## src/design/arpc_pkg.sv

```systemverilog
// Package for the ARP cache table with time-to-live aging.
// Holds the entry record, the configuration bundle and the operation, status and result codes.
// It depends on nothing else and every other file imports it.
package arpc_pkg;

	localparam int OUT_IDX_W = 5;

	localparam logic [1:0] OP_LOOKUP = 2'd0;
	localparam logic [1:0] OP_INSERT = 2'd1;
	localparam logic [1:0] OP_ALLOC  = 2'd2;
	localparam logic [1:0] OP_TICK   = 2'd3;

	localparam logic [1:0] ST_FREE     = 2'd0;
	localparam logic [1:0] ST_PENDING  = 2'd1;
	localparam logic [1:0] ST_RESOLVED = 2'd2;

	localparam logic [2:0] KIND_LOOKUP = 3'd0;
	localparam logic [2:0] KIND_STORED = 3'd1;
	localparam logic [2:0] KIND_FULL   = 3'd2;
	localparam logic [2:0] KIND_RETRY  = 3'd3;
	localparam logic [2:0] KIND_DROP   = 3'd4;
	localparam logic [2:0] KIND_TICK   = 3'd5;

	localparam logic [0:0] REG_TIMEOUT = 1'b0;
	localparam logic [0:0] REG_RETRY   = 1'b1;

	typedef struct packed {
		logic [31:0] ip;
		logic [47:0] mac;
		logic [15:0] ttl;
		logic [3:0]  retries;
	} entry_t;

	typedef struct packed {
		logic [15:0] timeout_ticks;
		logic [3:0]  retry_limit;
	} cfg_t;

endpackage

```

## src/design/arp_cache_table_with_aging_top.sv

```systemverilog
// Channel  | Direction | Handshake                 | Contents
// s_*      | in        | s_tvalid / s_tready       | operation in s_tuser, addresses in s_tdata
// m_*      | out       | m_tvalid / m_tready       | result kind in m_tuser, fields in m_tdata
// APB      | in        | psel, penable, pready     | time-to-live reload and retry limit
//
// One operation is worked at a time; the entry memory is read at most once per entry in index order.
// A lookup hit or a claim ends the scan at the matching or free entry; a miss, a full
// reply or a tick scans every entry. The input is ready again once the result beat is
// registered. A busy result register stalls the scan.
// Reset frees every entry at once.
// Depends on arpc_pkg, arpc_cfg_regs, arpc_entry_mem and arpc_scan_ctrl.
module arp_cache_table_with_aging_top #(
	parameter int ENTRIES = 32
) (
	input  logic        clk,
	input  logic        arst_n,
	input  logic        s_tvalid,
	output logic        s_tready,
	input  logic [95:0] s_tdata,   // ip_addr[31:0], mac_addr[79:32], tick_delay[95:80]
	input  logic [1:0]  s_tuser,   // op[1:0]
	output logic        m_tvalid,
	input  logic        m_tready,
	output logic [87:0] m_tdata,   // hit[0], is_resolved[1], entry_index[6:2], ip_out[38:7],
	                               // mac_out[86:39], zero[87]
	output logic [2:0]  m_tuser,   // kind[2:0]
	output logic        m_tlast,
	input  logic        psel,
	input  logic        penable,
	input  logic        pwrite,
	input  logic [2:0]  paddr,
	input  logic [31:0] pwdata,
	output logic [31:0] prdata,
	output logic        pready
);
	import arpc_pkg::*;

	localparam int IDX_W = $clog2(ENTRIES);

	cfg_t             cfg;
	logic             mem_we;
	logic [IDX_W-1:0] mem_waddr;
	entry_t           mem_wdata;
	logic             mem_re;
	logic [IDX_W-1:0] mem_raddr;
	entry_t           mem_rdata;

	arpc_cfg_regs u_cfg (
		.clk     (clk),
		.arst_n  (arst_n),
		.psel    (psel),
		.penable (penable),
		.pwrite  (pwrite),
		.paddr   (paddr),
		.pwdata  (pwdata),
		.prdata  (prdata),
		.pready  (pready),
		.cfg     (cfg)
	);

	arpc_entry_mem #(.ENTRIES(ENTRIES)) u_mem (
		.clk   (clk),
		.we    (mem_we),
		.waddr (mem_waddr),
		.wdata (mem_wdata),
		.re    (mem_re),
		.raddr (mem_raddr),
		.rdata (mem_rdata)
	);

	arpc_scan_ctrl #(.ENTRIES(ENTRIES)) u_scan (
		.clk       (clk),
		.arst_n    (arst_n),
		.cfg       (cfg),
		.s_tvalid  (s_tvalid),
		.s_tready  (s_tready),
		.s_tdata   (s_tdata),
		.s_tuser   (s_tuser),
		.m_tvalid  (m_tvalid),
		.m_tready  (m_tready),
		.m_tdata   (m_tdata),
		.m_tuser   (m_tuser),
		.m_tlast   (m_tlast),
		.mem_we    (mem_we),
		.mem_waddr (mem_waddr),
		.mem_wdata (mem_wdata),
		.mem_re    (mem_re),
		.mem_raddr (mem_raddr),
		.mem_rdata (mem_rdata)
	);

endmodule

```

## src/design/arpc_entry_mem.sv

```systemverilog
// Synchronous entry memory with one write port and one registered read port.
// Stores one arpc_pkg::entry_t record per table entry; depends on arpc_pkg.
module arpc_entry_mem #(
	parameter int ENTRIES = 32
) (
	input  logic                         clk,
	input  logic                         we,
	input  logic [$clog2(ENTRIES)-1:0]   waddr,
	input  arpc_pkg::entry_t             wdata,
	input  logic                         re,
	input  logic [$clog2(ENTRIES)-1:0]   raddr,
	output arpc_pkg::entry_t             rdata
);
	import arpc_pkg::*;

	entry_t mem [ENTRIES];

	always_ff @(posedge clk) begin
		if (we) begin
			mem[waddr] <= wdata;
		end
		if (re) begin
			rdata <= mem[raddr];
		end
	end

endmodule

```

## src/design/arpc_cfg_regs.sv

```systemverilog
// APB-style configuration registers: time-to-live reload value and retry limit.
// Depends on arpc_pkg for the configuration bundle and register indexes.
module arpc_cfg_regs (
	input  logic               clk,
	input  logic               arst_n,
	input  logic               psel,
	input  logic               penable,
	input  logic               pwrite,
	input  logic [2:0]         paddr,
	input  logic [31:0]        pwdata,
	output logic [31:0]        prdata,
	output logic               pready,
	output arpc_pkg::cfg_t     cfg
);
	import arpc_pkg::*;

	cfg_t cfg_q;
	logic wr_en;

	assign pready = 1'b1;
	assign wr_en  = psel && penable && pwrite;
	assign cfg    = cfg_q;

	always_ff @(posedge clk or negedge arst_n) begin
		if (!arst_n) begin
			cfg_q.timeout_ticks <= 16'd600;
			cfg_q.retry_limit   <= 4'd4;
		end else if (wr_en) begin
			unique case (paddr[2])
				REG_TIMEOUT: cfg_q.timeout_ticks <= pwdata[15:0];
				REG_RETRY:   cfg_q.retry_limit   <= pwdata[3:0];
				default: ;
			endcase
		end
	end

	always_comb begin
		unique case (paddr[2])
			REG_TIMEOUT: prdata = {16'd0, cfg_q.timeout_ticks};
			REG_RETRY:   prdata = {28'd0, cfg_q.retry_limit};
			default:     prdata = 32'd0;
		endcase
	end

endmodule

```

## src/design/arpc_scan_ctrl.sv

```systemverilog
// Scan sequencer: walks the entry memory one entry a cycle unless a busy result stalls it;
// reads, modifies and writes back, and holds the result register. Status lives in flip-flops
// cleared by reset. Depends on arpc_pkg; drives the ports of arpc_entry_mem.
module arpc_scan_ctrl #(
	parameter int ENTRIES = 32
) (
	input  logic                         clk,
	input  logic                         arst_n,
	input  arpc_pkg::cfg_t               cfg,
	input  logic                         s_tvalid,
	output logic                         s_tready,
	input  logic [95:0]                  s_tdata,
	input  logic [1:0]                   s_tuser,
	output logic                         m_tvalid,
	input  logic                         m_tready,
	output logic [87:0]                  m_tdata,
	output logic [2:0]                   m_tuser,
	output logic                         m_tlast,
	output logic                         mem_we,
	output logic [$clog2(ENTRIES)-1:0]   mem_waddr,
	output arpc_pkg::entry_t             mem_wdata,
	output logic                         mem_re,
	output logic [$clog2(ENTRIES)-1:0]   mem_raddr,
	input  arpc_pkg::entry_t             mem_rdata
);
	import arpc_pkg::*;

	localparam int IDX_W = $clog2(ENTRIES);
	localparam logic [IDX_W-1:0] LAST_IDX = IDX_W'(ENTRIES - 1);

	localparam logic [1:0] S_IDLE = 2'd0;
	localparam logic [1:0] S_SCAN = 2'd1;
	localparam logic [1:0] S_FIN  = 2'd2;

	logic [1:0]        state_q;
	logic [1:0]        op_q;
	logic [31:0]       ip_q;
	logic [47:0]       mac_q;
	logic [15:0]       delay_q;
	logic [IDX_W-1:0]  cnt_q;
	logic              rd_pend_q;
	logic              v_s1;
	logic [IDX_W-1:0]  idx_s1;
	logic [1:0]        status_q [ENTRIES];

	logic              out_valid_q;
	logic [2:0]        out_kind_q;
	logic              out_hit_q;
	logic              out_res_q;
	logic [OUT_IDX_W-1:0] out_idx_q;
	logic [31:0]       out_ip_q;
	logic [47:0]       out_mac_q;
	logic              out_last_q;

	logic [1:0]        st;
	logic              live;
	logic              expire;
	logic              need_emit;
	logic              finish;
	logic              wr;
	logic              st_wr;
	logic [1:0]        st_new;
	entry_t            wentry;
	logic [2:0]        e_kind;
	logic              e_hit;
	logic              e_res;
	logic [31:0]       e_ip;
	logic [47:0]       e_mac;
	logic              e_last;
	logic              emit_ok;
	logic              stall;
	logic              proc;
	logic              finish_now;
	logic              advance;
	logic              emit;
	logic              accept;
	logic [OUT_IDX_W+IDX_W-1:0] idx_ext;

	assign emit_ok  = !out_valid_q || m_tready;
	assign s_tready = (state_q == S_IDLE);
	assign accept   = s_tvalid && s_tready;
	assign st       = status_q[idx_s1];
	assign live     = (st != ST_FREE);
	assign expire   = live && (mem_rdata.ttl <= delay_q);
	assign idx_ext  = {{OUT_IDX_W{1'b0}}, idx_s1};

	always_comb begin
		need_emit = 1'b0;
		finish    = 1'b0;
		wr        = 1'b0;
		st_wr     = 1'b0;
		st_new    = st;
		wentry    = mem_rdata;
		e_kind    = KIND_LOOKUP;
		e_hit     = 1'b0;
		e_res     = 1'b0;
		e_ip      = 32'd0;
		e_mac     = 48'd0;
		e_last    = 1'b1;
		if (state_q == S_FIN) begin
			unique case (op_q) inside
				OP_LOOKUP:          e_kind = KIND_LOOKUP;
				OP_INSERT, OP_ALLOC: e_kind = KIND_FULL;
				default:            e_kind = KIND_TICK;
			endcase
		end else begin
			unique case (op_q) inside
				OP_LOOKUP: begin
					if (live && (mem_rdata.ip == ip_q)) begin
						need_emit = 1'b1;
						finish    = 1'b1;
						e_hit     = 1'b1;
						e_res     = (st == ST_RESOLVED);
						e_ip      = mem_rdata.ip;
						e_mac     = mem_rdata.mac;
					end
				end
				OP_INSERT, OP_ALLOC: begin
					if (!live) begin
						need_emit      = 1'b1;
						finish         = 1'b1;
						wr             = 1'b1;
						st_wr          = 1'b1;
						st_new         = (op_q == OP_INSERT) ? ST_RESOLVED : ST_PENDING;
						wentry.ip      = ip_q;
						wentry.mac     = (op_q == OP_INSERT) ? mac_q : 48'd0;
						wentry.ttl     = cfg.timeout_ticks;
						wentry.retries = cfg.retry_limit;
						e_kind         = KIND_STORED;
						e_ip           = ip_q;
					end
				end
				default: begin
					e_ip   = mem_rdata.ip;
					e_last = 1'b0;
					if (live && !expire) begin
						wr         = 1'b1;
						wentry.ttl = mem_rdata.ttl - delay_q;
					end else if (expire && (st == ST_RESOLVED)) begin
						st_wr  = 1'b1;
						st_new = ST_FREE;
					end else if (expire) begin
						need_emit = 1'b1;
						if (mem_rdata.retries == 4'd0) begin
							st_wr  = 1'b1;
							st_new = ST_FREE;
							e_kind = KIND_DROP;
						end else begin
							wr             = 1'b1;
							wentry.ttl     = cfg.timeout_ticks;
							wentry.retries = mem_rdata.retries - 4'd1;
							e_kind         = KIND_RETRY;
						end
					end
				end
			endcase
		end
	end

	assign stall      = v_s1 && need_emit && !emit_ok;
	assign proc       = (state_q == S_SCAN) && v_s1 && !stall;
	assign finish_now = proc && finish;
	assign advance    = (state_q == S_SCAN) && rd_pend_q && !stall && !finish_now;
	assign emit       = (proc && need_emit) || ((state_q == S_FIN) && emit_ok);

	assign mem_we    = proc && wr;
	assign mem_waddr = idx_s1;
	assign mem_wdata = wentry;
	assign mem_re    = advance;
	assign mem_raddr = cnt_q;

	always_ff @(posedge clk or negedge arst_n) begin
		if (!arst_n) begin
			state_q   <= S_IDLE;
			cnt_q     <= '0;
			rd_pend_q <= 1'b0;
			v_s1      <= 1'b0;
			for (int i = 0; i < ENTRIES; i++) begin
				status_q[i] <= ST_FREE;
			end
		end else begin
			if (proc && st_wr) begin
				status_q[idx_s1] <= st_new;
			end
			unique case (state_q)
				S_IDLE: begin
					if (accept) begin
						state_q   <= S_SCAN;
						cnt_q     <= '0;
						rd_pend_q <= 1'b1;
						v_s1      <= 1'b0;
					end
				end
				S_SCAN: begin
					if (finish_now) begin
						state_q   <= S_IDLE;
						rd_pend_q <= 1'b0;
						v_s1      <= 1'b0;
					end else begin
						if (advance) begin
							v_s1  <= 1'b1;
							cnt_q <= cnt_q + 1'b1;
							if (cnt_q == LAST_IDX) begin
								rd_pend_q <= 1'b0;
							end
						end else if (!stall) begin
							v_s1 <= 1'b0;
						end
						if (proc && (idx_s1 == LAST_IDX)) begin
							state_q <= S_FIN;
						end
					end
				end
				S_FIN: begin
					if (emit_ok) begin
						state_q <= S_IDLE;
					end
				end
				default: state_q <= S_IDLE;
			endcase
		end
	end

	always_ff @(posedge clk) begin
		if (accept) begin
			op_q    <= s_tuser;
			ip_q    <= s_tdata[31:0];
			mac_q   <= s_tdata[79:32];
			delay_q <= s_tdata[95:80];
		end
		if (advance) begin
			idx_s1 <= cnt_q;
		end
	end

	always_ff @(posedge clk or negedge arst_n) begin
		if (!arst_n) begin
			out_valid_q <= 1'b0;
		end else if (emit) begin
			out_valid_q <= 1'b1;
		end else if (m_tready) begin
			out_valid_q <= 1'b0;
		end
	end

	always_ff @(posedge clk) begin
		if (emit) begin
			out_kind_q <= e_kind;
			out_hit_q  <= e_hit;
			out_res_q  <= e_res;
			out_idx_q  <= (state_q == S_FIN) ? '0 : idx_ext[OUT_IDX_W-1:0];
			out_ip_q   <= (state_q == S_FIN) ? 32'd0 : e_ip;
			out_mac_q  <= e_mac;
			out_last_q <= e_last;
		end
	end

	assign m_tvalid = out_valid_q;
	assign m_tuser  = out_kind_q;
	assign m_tlast  = out_last_q;
	assign m_tdata  = {1'b0, out_mac_q, out_ip_q, out_idx_q, out_res_q, out_hit_q};

endmodule

```

## config.mk

```make
export PLATFORM = sky130hd
export DESIGN_NAME = arp_cache_table_with_aging_top
export DESIGN_NICKNAME = d
export VERILOG_FILES = /design/src/design/arpc_pkg.sv /design/src/design/arp_cache_table_with_aging_top.sv /design/src/design/arpc_entry_mem.sv /design/src/design/arpc_cfg_regs.sv /design/src/design/arpc_scan_ctrl.sv
export SDC_FILE = /design/constraint.sdc
export NUM_CORES = 2
export LEC_CHECK = 0
export BUFFER_PORTS_ARGS = -buffer_cell sky130_fd_sc_hd__buf_2
export CORE_ASPECT_RATIO = 1.25
export CORE_MARGIN = 3
export CORE_UTILIZATION = 40
export CTS_BUF_LIST = sky130_fd_sc_hd__clkbuf_8
export DETAILED_ROUTE_END_ITERATION = 6
export PLACE_DENSITY = 0.58
export SYNTH_ARGS = -nofsm -noshare
export SYNTH_HDL_FRONTEND = slang
export SYNTH_HIERARCHICAL = 1
export SYNTH_SLANG_ARGS = --single-unit
```

## constraint.sdc

```tcl
create_clock -name clk -period 20 [get_ports clk]
set_clock_uncertainty 0.2 [all_clocks]
set_input_delay 4 -clock clk [delete_from_list [all_inputs] [get_ports clk]]
set_output_delay 4 -clock clk [all_outputs]
set_load 0.02 [all_outputs]
```

Yosys cells after proc, flatten, opt, wreduce, memory -nomap -nowiden
Memories as Yosys holds them, arrays and structs flattened. A register that Yosys moved wholly into a read port is not among the register bits. Index checks and enable logic that the tools add are counted.

Memories: 1. Logic and storage cells: 203. Register bits after elaboration: 288. Output and inout port bits: 127. RAM bits: 3200.

Memories: u_mem.mem (words 32, width 100, read ports 1, clocked after memory_dff 1, wr ports 1, line arpc_entry_mem.sv:16) `entry_t mem [ENTRIES];`.

Add/sub/neg operators: 3. Bitwise operators: 4. Reductions and logical operators: 44. Magnitude comparators: 3. Mux-type cells: 81. Equality and inequality tests: 16.

Operators with widths (number): $mux 100 (2); $pmux 32 s2 (2); $mux 80 (1); $bwmux 64 (1); $mux 32 (2); $mux 20 (3); $mux 48 (1); $pmux 20 s2 (1); $eq 32x32->1 (1); $mux 1 (31); $mux 2 (14); $logic_and 1x1->1 (21); $le 16x16->1 (1); $mux 16 (1); $sub 16x16->16 (1); $mux 3 (5); $mux 5 (3); $pmux 1 s2 (6); $pmux 3 s2 (2); $bmux 2 s5 (1); $demux 2 s5 (1); $eq 5x5->1 const B (2); $pmux 5 s2 (1); $ne 3x2->1 const B (3); other kinds (24) (44).

Depth between registers and ports, before layout
Word-level depth: 21. Depth in mapped cells: 16. Depth with buffers taken out: 13.

Hierarchy
The synthesis kept the hierarchy.

Modules (own cells, without submodules): arpc_entry_mem (sequential area each 99095.0 um^2, area an instance 124515.7 um^2, cells an instance 5817, instances 1); arpc_scan_ctrl (sequential area each 7677.4 um^2, area an instance 13890.8 um^2, cells an instance 1252, instances 1); arpc_cfg_regs (sequential area each 506.7 um^2, area an instance 1081.0 um^2, cells an instance 80, instances 1).

Worst setup path before layout
Ideal clock, no wire load.

Path type: input to register. From: in m_tready. To: mem u_mem/mem[20][0] (netlist bit), enable pin. Setup time: 560 ps. Stages: 9. Buffers on the path: 1. Data required time: 19240 ps. Data arrival time: 9991 ps. Setup slack: 9249 ps. Cells stage by stage: nand2b_1 -> nor2_1 -> o211ai_1 -> nand3_2 -> or2_2 -> a211oi_1 -> or3b_2 -> clkbuf_1 -> nor2_1.

Cells in the longest elaborated chain, start to end: 8.

RTL lines: from (decl) (line arp_cache_table_with_aging_top.sv:22) `input logic m_tready,`; $logic_or 1x1->1 (line arpc_scan_ctrl.sv:79) `assign emit_ok = !out_valid_q || m_tready;`; $logic_not 1->1 (line arpc_scan_ctrl.sv:160) `assign stall = v_s1 && need_emit && !emit_ok;`; $logic_and 1x1->1 (line arpc_scan_ctrl.sv:160); $logic_not 1->1 (line arpc_scan_ctrl.sv:161) `assign proc = (state_q == S_SCAN) && v_s1 && !stall;`; $logic_and 1x1->1 (line arpc_scan_ctrl.sv:161); $logic_and 1x1->1 (line arpc_scan_ctrl.sv:166) `assign mem_we = proc && wr;`; via mem_we (line arp_cache_table_with_aging_top.sv:40) `logic mem_we;`; $mux 1 (line arpc_entry_mem.sv:19) `if (we) begin`; $mux 1 (implied by the code) (line arpc_entry_mem.sv:20) `mem[waddr] <= wdata;`; to (decl) (line arpc_entry_mem.sv:16).

The timed path passes the listed nets, and every way through them passes these cells.

Final worst setup path
From: in paddr[2]. To: out prdata[3].

Cells in the longest elaborated chain, start to end: 2.

RTL lines: from (decl) (line arp_cache_table_with_aging_top.sv:30) `input logic [2:0] paddr,`; $not 1->1 (no source line); $pmux 32 s2 (*) (line arpc_cfg_regs.sv:38) `unique case (paddr[2])`; to (decl) (line arp_cache_table_with_aging_top.sv:32) `output logic [31:0] prdata,`.

Mark *: on every way between the ends. The rest lies on a longest branch, timed or not. The select of a mux whose other input is x is not followed.

==> flow_metrics.tcl <==
set metrics [dict create \
    critical-path-top-delay-family "buffers and inverters" \
    die_h_um 666.2 \
    synth.yosys.seq_area_share_pct 76.91 \
    syn_inst 7149 \
    pins_over_their_slew_limit 0 \
    clkPwrFrac_pct 23.9 \
    drt_iter0_markers 6991 \
    fill_cells 29704 \
    worstSetupEndpointType "output port" \
    die_area_sq_um 355900 \
    grt_antenna_before_repair 21 \
    tightestPinTransition_ns 1.375 \
    cell_count_final_fillers_out 12736 \
    powerDensity_nw_per_um2 151.7 \
    grt_pass1_wl_mm 550.6 \
    layout-area-overhead-vs-synth_pct 12.16 \
    route.detailed.drc 0 \
    hold_slack_ns 0.2982 \
    first_pass_iters 5 \
    total_placed_cells_including_tap_cells 11762 \
    worst-path-buf-inv 2 \
    hold_path.startpoint "u_scan/status_q[0]" \
    tritoncts "yes" \
    num_io_pins 267 \
    place_area_sq_um 146400 \
    htreeDepth 6 \
    first_global_vias 74664 \
    achievable-frequency_mhz 110.7 \
    post_drt_wl_per_cell_um 30.65 \
    cts_made_buffers 562 \
    clock_sinks 3588 \
    detailroute.via_count 73349 \
    slew_headroom_pct 8.315 \
    horiz_die_dim_um 534.2 \
    p_sw_w 0.008075 \
    post_synth_num_cell_types 75 \
    fp.coreArea_sq_um 345900 \
    grt.total_usage_pct 21.46 \
    place_congestion 0.8210 \
    dp_hpwl_mm 202.5 \
    p_int_w 0.01566 \
    synth_top_area_share_pct 75.22 \
    crit_path_frequent_cell "sky130_fd_sc_hd__buf_2" \
    netlist_area_sq_um 139500 \
    cts-resized-gates 0 \
    critical_path_cell_with_the_highest_stage_delay "sky130_fd_sc_hd__mux2_2" \
    worst_hold_path_stage_count 1 \
    utilization_pct 45.24 \
    reg2reg_depth 12 \
    final_hold_viol_count 0 \
    period_minus_slack_ns 9.032 \
    final.setup.tns_ns 0 \
    critPathKind "in2out" \
    regToRegStartpoint "u_mem/rdata[9]" \
    cell_by_cell_trace_of_the_critical_path "buf_2, mux2_2, buf_2" \
    critPathLaunchType "input port" \
    worst_ep_arrival_time_ns 4.83 \
    synth_commonest_cells "sky130_fd_sc_hd__edfxtp_1 (3494), sky130_fd_sc_hd__mux2i_1 (812), sky130_fd_sc_hd__a22oi_1 (523)" \
    port_buffers 230 \
    netSwitchingFraction_pct 34.02 \
    synth.largest_area_cell "sky130_fd_sc_hd__edfxtp_1" \
    clock_tree.buffer_depth 4 \
    critical_path_depth 3 \
    drv_cap 0 \
    vias_per_cell 5.759 \
    combPwrFrac_pct 29.4 \
    cts_hold_buf 0 \
    yosys.cell_count.top_type "sky130_fd_sc_hd__edfxtp_1" \
    peakVddDrop_mv 0.2279 \
    finalSetupViolations 0 \
    finalCritPeriodShare_pct 45.16 \
    cp_max_fo 18 \
    synth_area_per_cell_sq_um 19.51 \
    net_total_in_the_final_layout 7874 \
    status "finished clean" \
    total_of_warnings_raised_by_yosys 6 \
    ant_nets 0 \
    cellLeakagePower_nw 51.64 \
    critical-path-max-stage-delay_ns 0.38 \
    p_seq_share_pct 46.7 \
    row_count 241 \
    asyncSetResetFlopFracSynth_pct 2.620 \
    synth_seq_cells 3588 \
    grt_max_degree 149 \
    totalWireLength_mm 390.4 \
    final_design_area_no_fill_sq_um 156500 \
    reg2reg_setup_slack_ns 12.06 \
    r2r-end "u_mem/mem[7][74]" \
    global_route.overflow_total 0 \
    synth_flop_cell "sky130_fd_sc_hd__edfxtp_1" \
    clockRootBuffer "sky130_fd_sc_hd__clkbuf_8" \
    clkLatencyLatePin_ns 1.05 \
    synth-edff-count 3494 \
    layout-drive-gt1-share_pct 20.99 \
    hp-class "reg2reg" \
    cts_post_setup_buffers_inserted 0 \
    timing.hold.worst_endpoint "u_scan/status_q[0]" \
    cp_data_required_time_ns 15.80 \
    initial_utilization_pct 40.33 \
    path_clk_slew_ns 0.05 \
    grt_setup_unrepaired "false" \
    synth.top_cells.by_area "sky130_fd_sc_hd__edfxtp_1 (75%), sky130_fd_sc_hd__mux4_2 (6.7%), sky130_fd_sc_hd__mux2i_1 (5.8%), sky130_fd_sc_hd__a22oi_1 (2.8%), sky130_fd_sc_hd__dfrtp_1 (1.6%)" \
]
==> worst register-to-register path: cells and delay by family, from the launching register on <==
| family | cells | cell delay [ns] |
|---|---|---|
| DFF | 1 | 0.46 |
| and+or+nand+nor | 4 | 2.08 |
| buffers and inverters | 2 | 1.21 |
| AOI/OAI and AO/OA | 5 | 3.16 |
| adders and majority gates | 1 | 0.42 |
==> registers in the layout, indices dropped and copies added (netlist names), 5 cells and up <==
signal            cells
u_scan/ip_q          32
u_mem/mem          3200
u_scan/out_idx_q      5
u_scan/out_mac_q     48
u_scan/delay_q       16
u_scan/mem_raddr      5
u_scan/mac_q         48
u_scan/out_ip_q      32
u_mem/rdata         100
u_cfg/cfg            20
u_scan/mem_waddr      5
u_scan/status_q      64
==> cells by family (layout without fill, tap and decap cells) <==
family,Yosys count,after routing,synth area share (%)
flip-flops,3588,3588,76.91
multiplexers,1317,1317,13.26
AND/OR/NAND/NOR,860,860,3.067
AO/OA/AOI/OAI,853,853,4.543
buffers and inverters,458,1408,1.698
XOR/XNOR,46,46,0.2888
adder cells (fa/ha/maj),24,24,0.2207
other,3,23,0.008072
==> worst max-delay path by stage <==
stage / start / to / slack (ns)
4_1_cts: paddr[2] / prdata[3] / 10.96
5_1_grt: paddr[2] / prdata[3] / 10.91
2_1_floorplan: m_tready / u_mem/mem[20][0] / 9.25
3_3_place_gp: m_tready / u_mem/mem[7][1] / 10.65
3_5_place_dp: m_tready / u_mem/mem[7][97] / 10.55
6_report: paddr[2] / prdata[3] / 10.97
==> power groups by stage <==
stage	clock, W	combinational (W)	sequential [W]
final	0.00568	0.00697	0.0111
after global routing	0.00615	0.00747	0.0111
after CTS	0.00582	0.00703	0.0111
after detailed placement	0	0.00702	0.0113
after global placement	0	0.00682	0.0112
after floorplan	0	0.00448	0.0111
==> layout by cell type (no fill, tap or decap), drive strengths merged, types with 7 or more instances in the layout <==
cell type,count
a211oi,11
a21o,11
a21oi,53
a221o,7
a22o,96
a22oi,523
a2bb2oi,8
a31oi,64
and2,18
and3,52
buf,410
bufinv,11
clkbuf,587
clkinv,165
clkinvlp,19
conb,18
dfrtp,89
edfxtp,3494
ha,23
inv,216
mux2,92
mux2i,812
mux4,413
nand2,281
nand2b,9
nand3,264
nand4,57
nor2,77
nor2b,42
nor3,18
o211ai,7
o21ai,26
o22ai,9
xnor2,35
xor2,11
==> per-stage QoR <==
step / total power (W) / worst slack, ns
floorplan: 0.01557 / 9.249
global placement: 0.01804 / 10.65
detailed placement: 0.01827 / 10.55
CTS: 0.02396 / 10.96
global route: 0.02477 / 10.91
finish: 0.02374 / 10.97
==> final cells by class <==
| cell class | count | area (sq um) | share of cell area, % |
|---|---|---|---|
| sequential | 3588 | 107300 | 68.58 |
| multi-input combinational | 3118 | 30420 | 19.44 |
| clock buffer | 587 | 8079 | 5.164 |
| tap | 4617 | 5777 | 3.692 |
| timing repair buffer | 410 | 2763 | 1.766 |
| clock inverter | 381 | 1988 | 1.271 |
| inverter | 30 | 117.6 | 0.07517 |
| antenna | 5 | 12.51 | 0.007997 |
==> layer usage <==
| metal | vias up | track usage, % | part of all wire, % |
|---|---|---|---|
| met1 | 39329 | 27.41 | 39 |
| met5 | - | 0 | 0.017 |
| li1 | 30494 | - | - |
| met4 | 10 | 7.326 | 3.5 |
| met2 | 2812 | 37.43 | 51 |
| met3 | 704 | 3.147 | 5.9 |
Note: power is estimated with default switching activity, not from simulation.
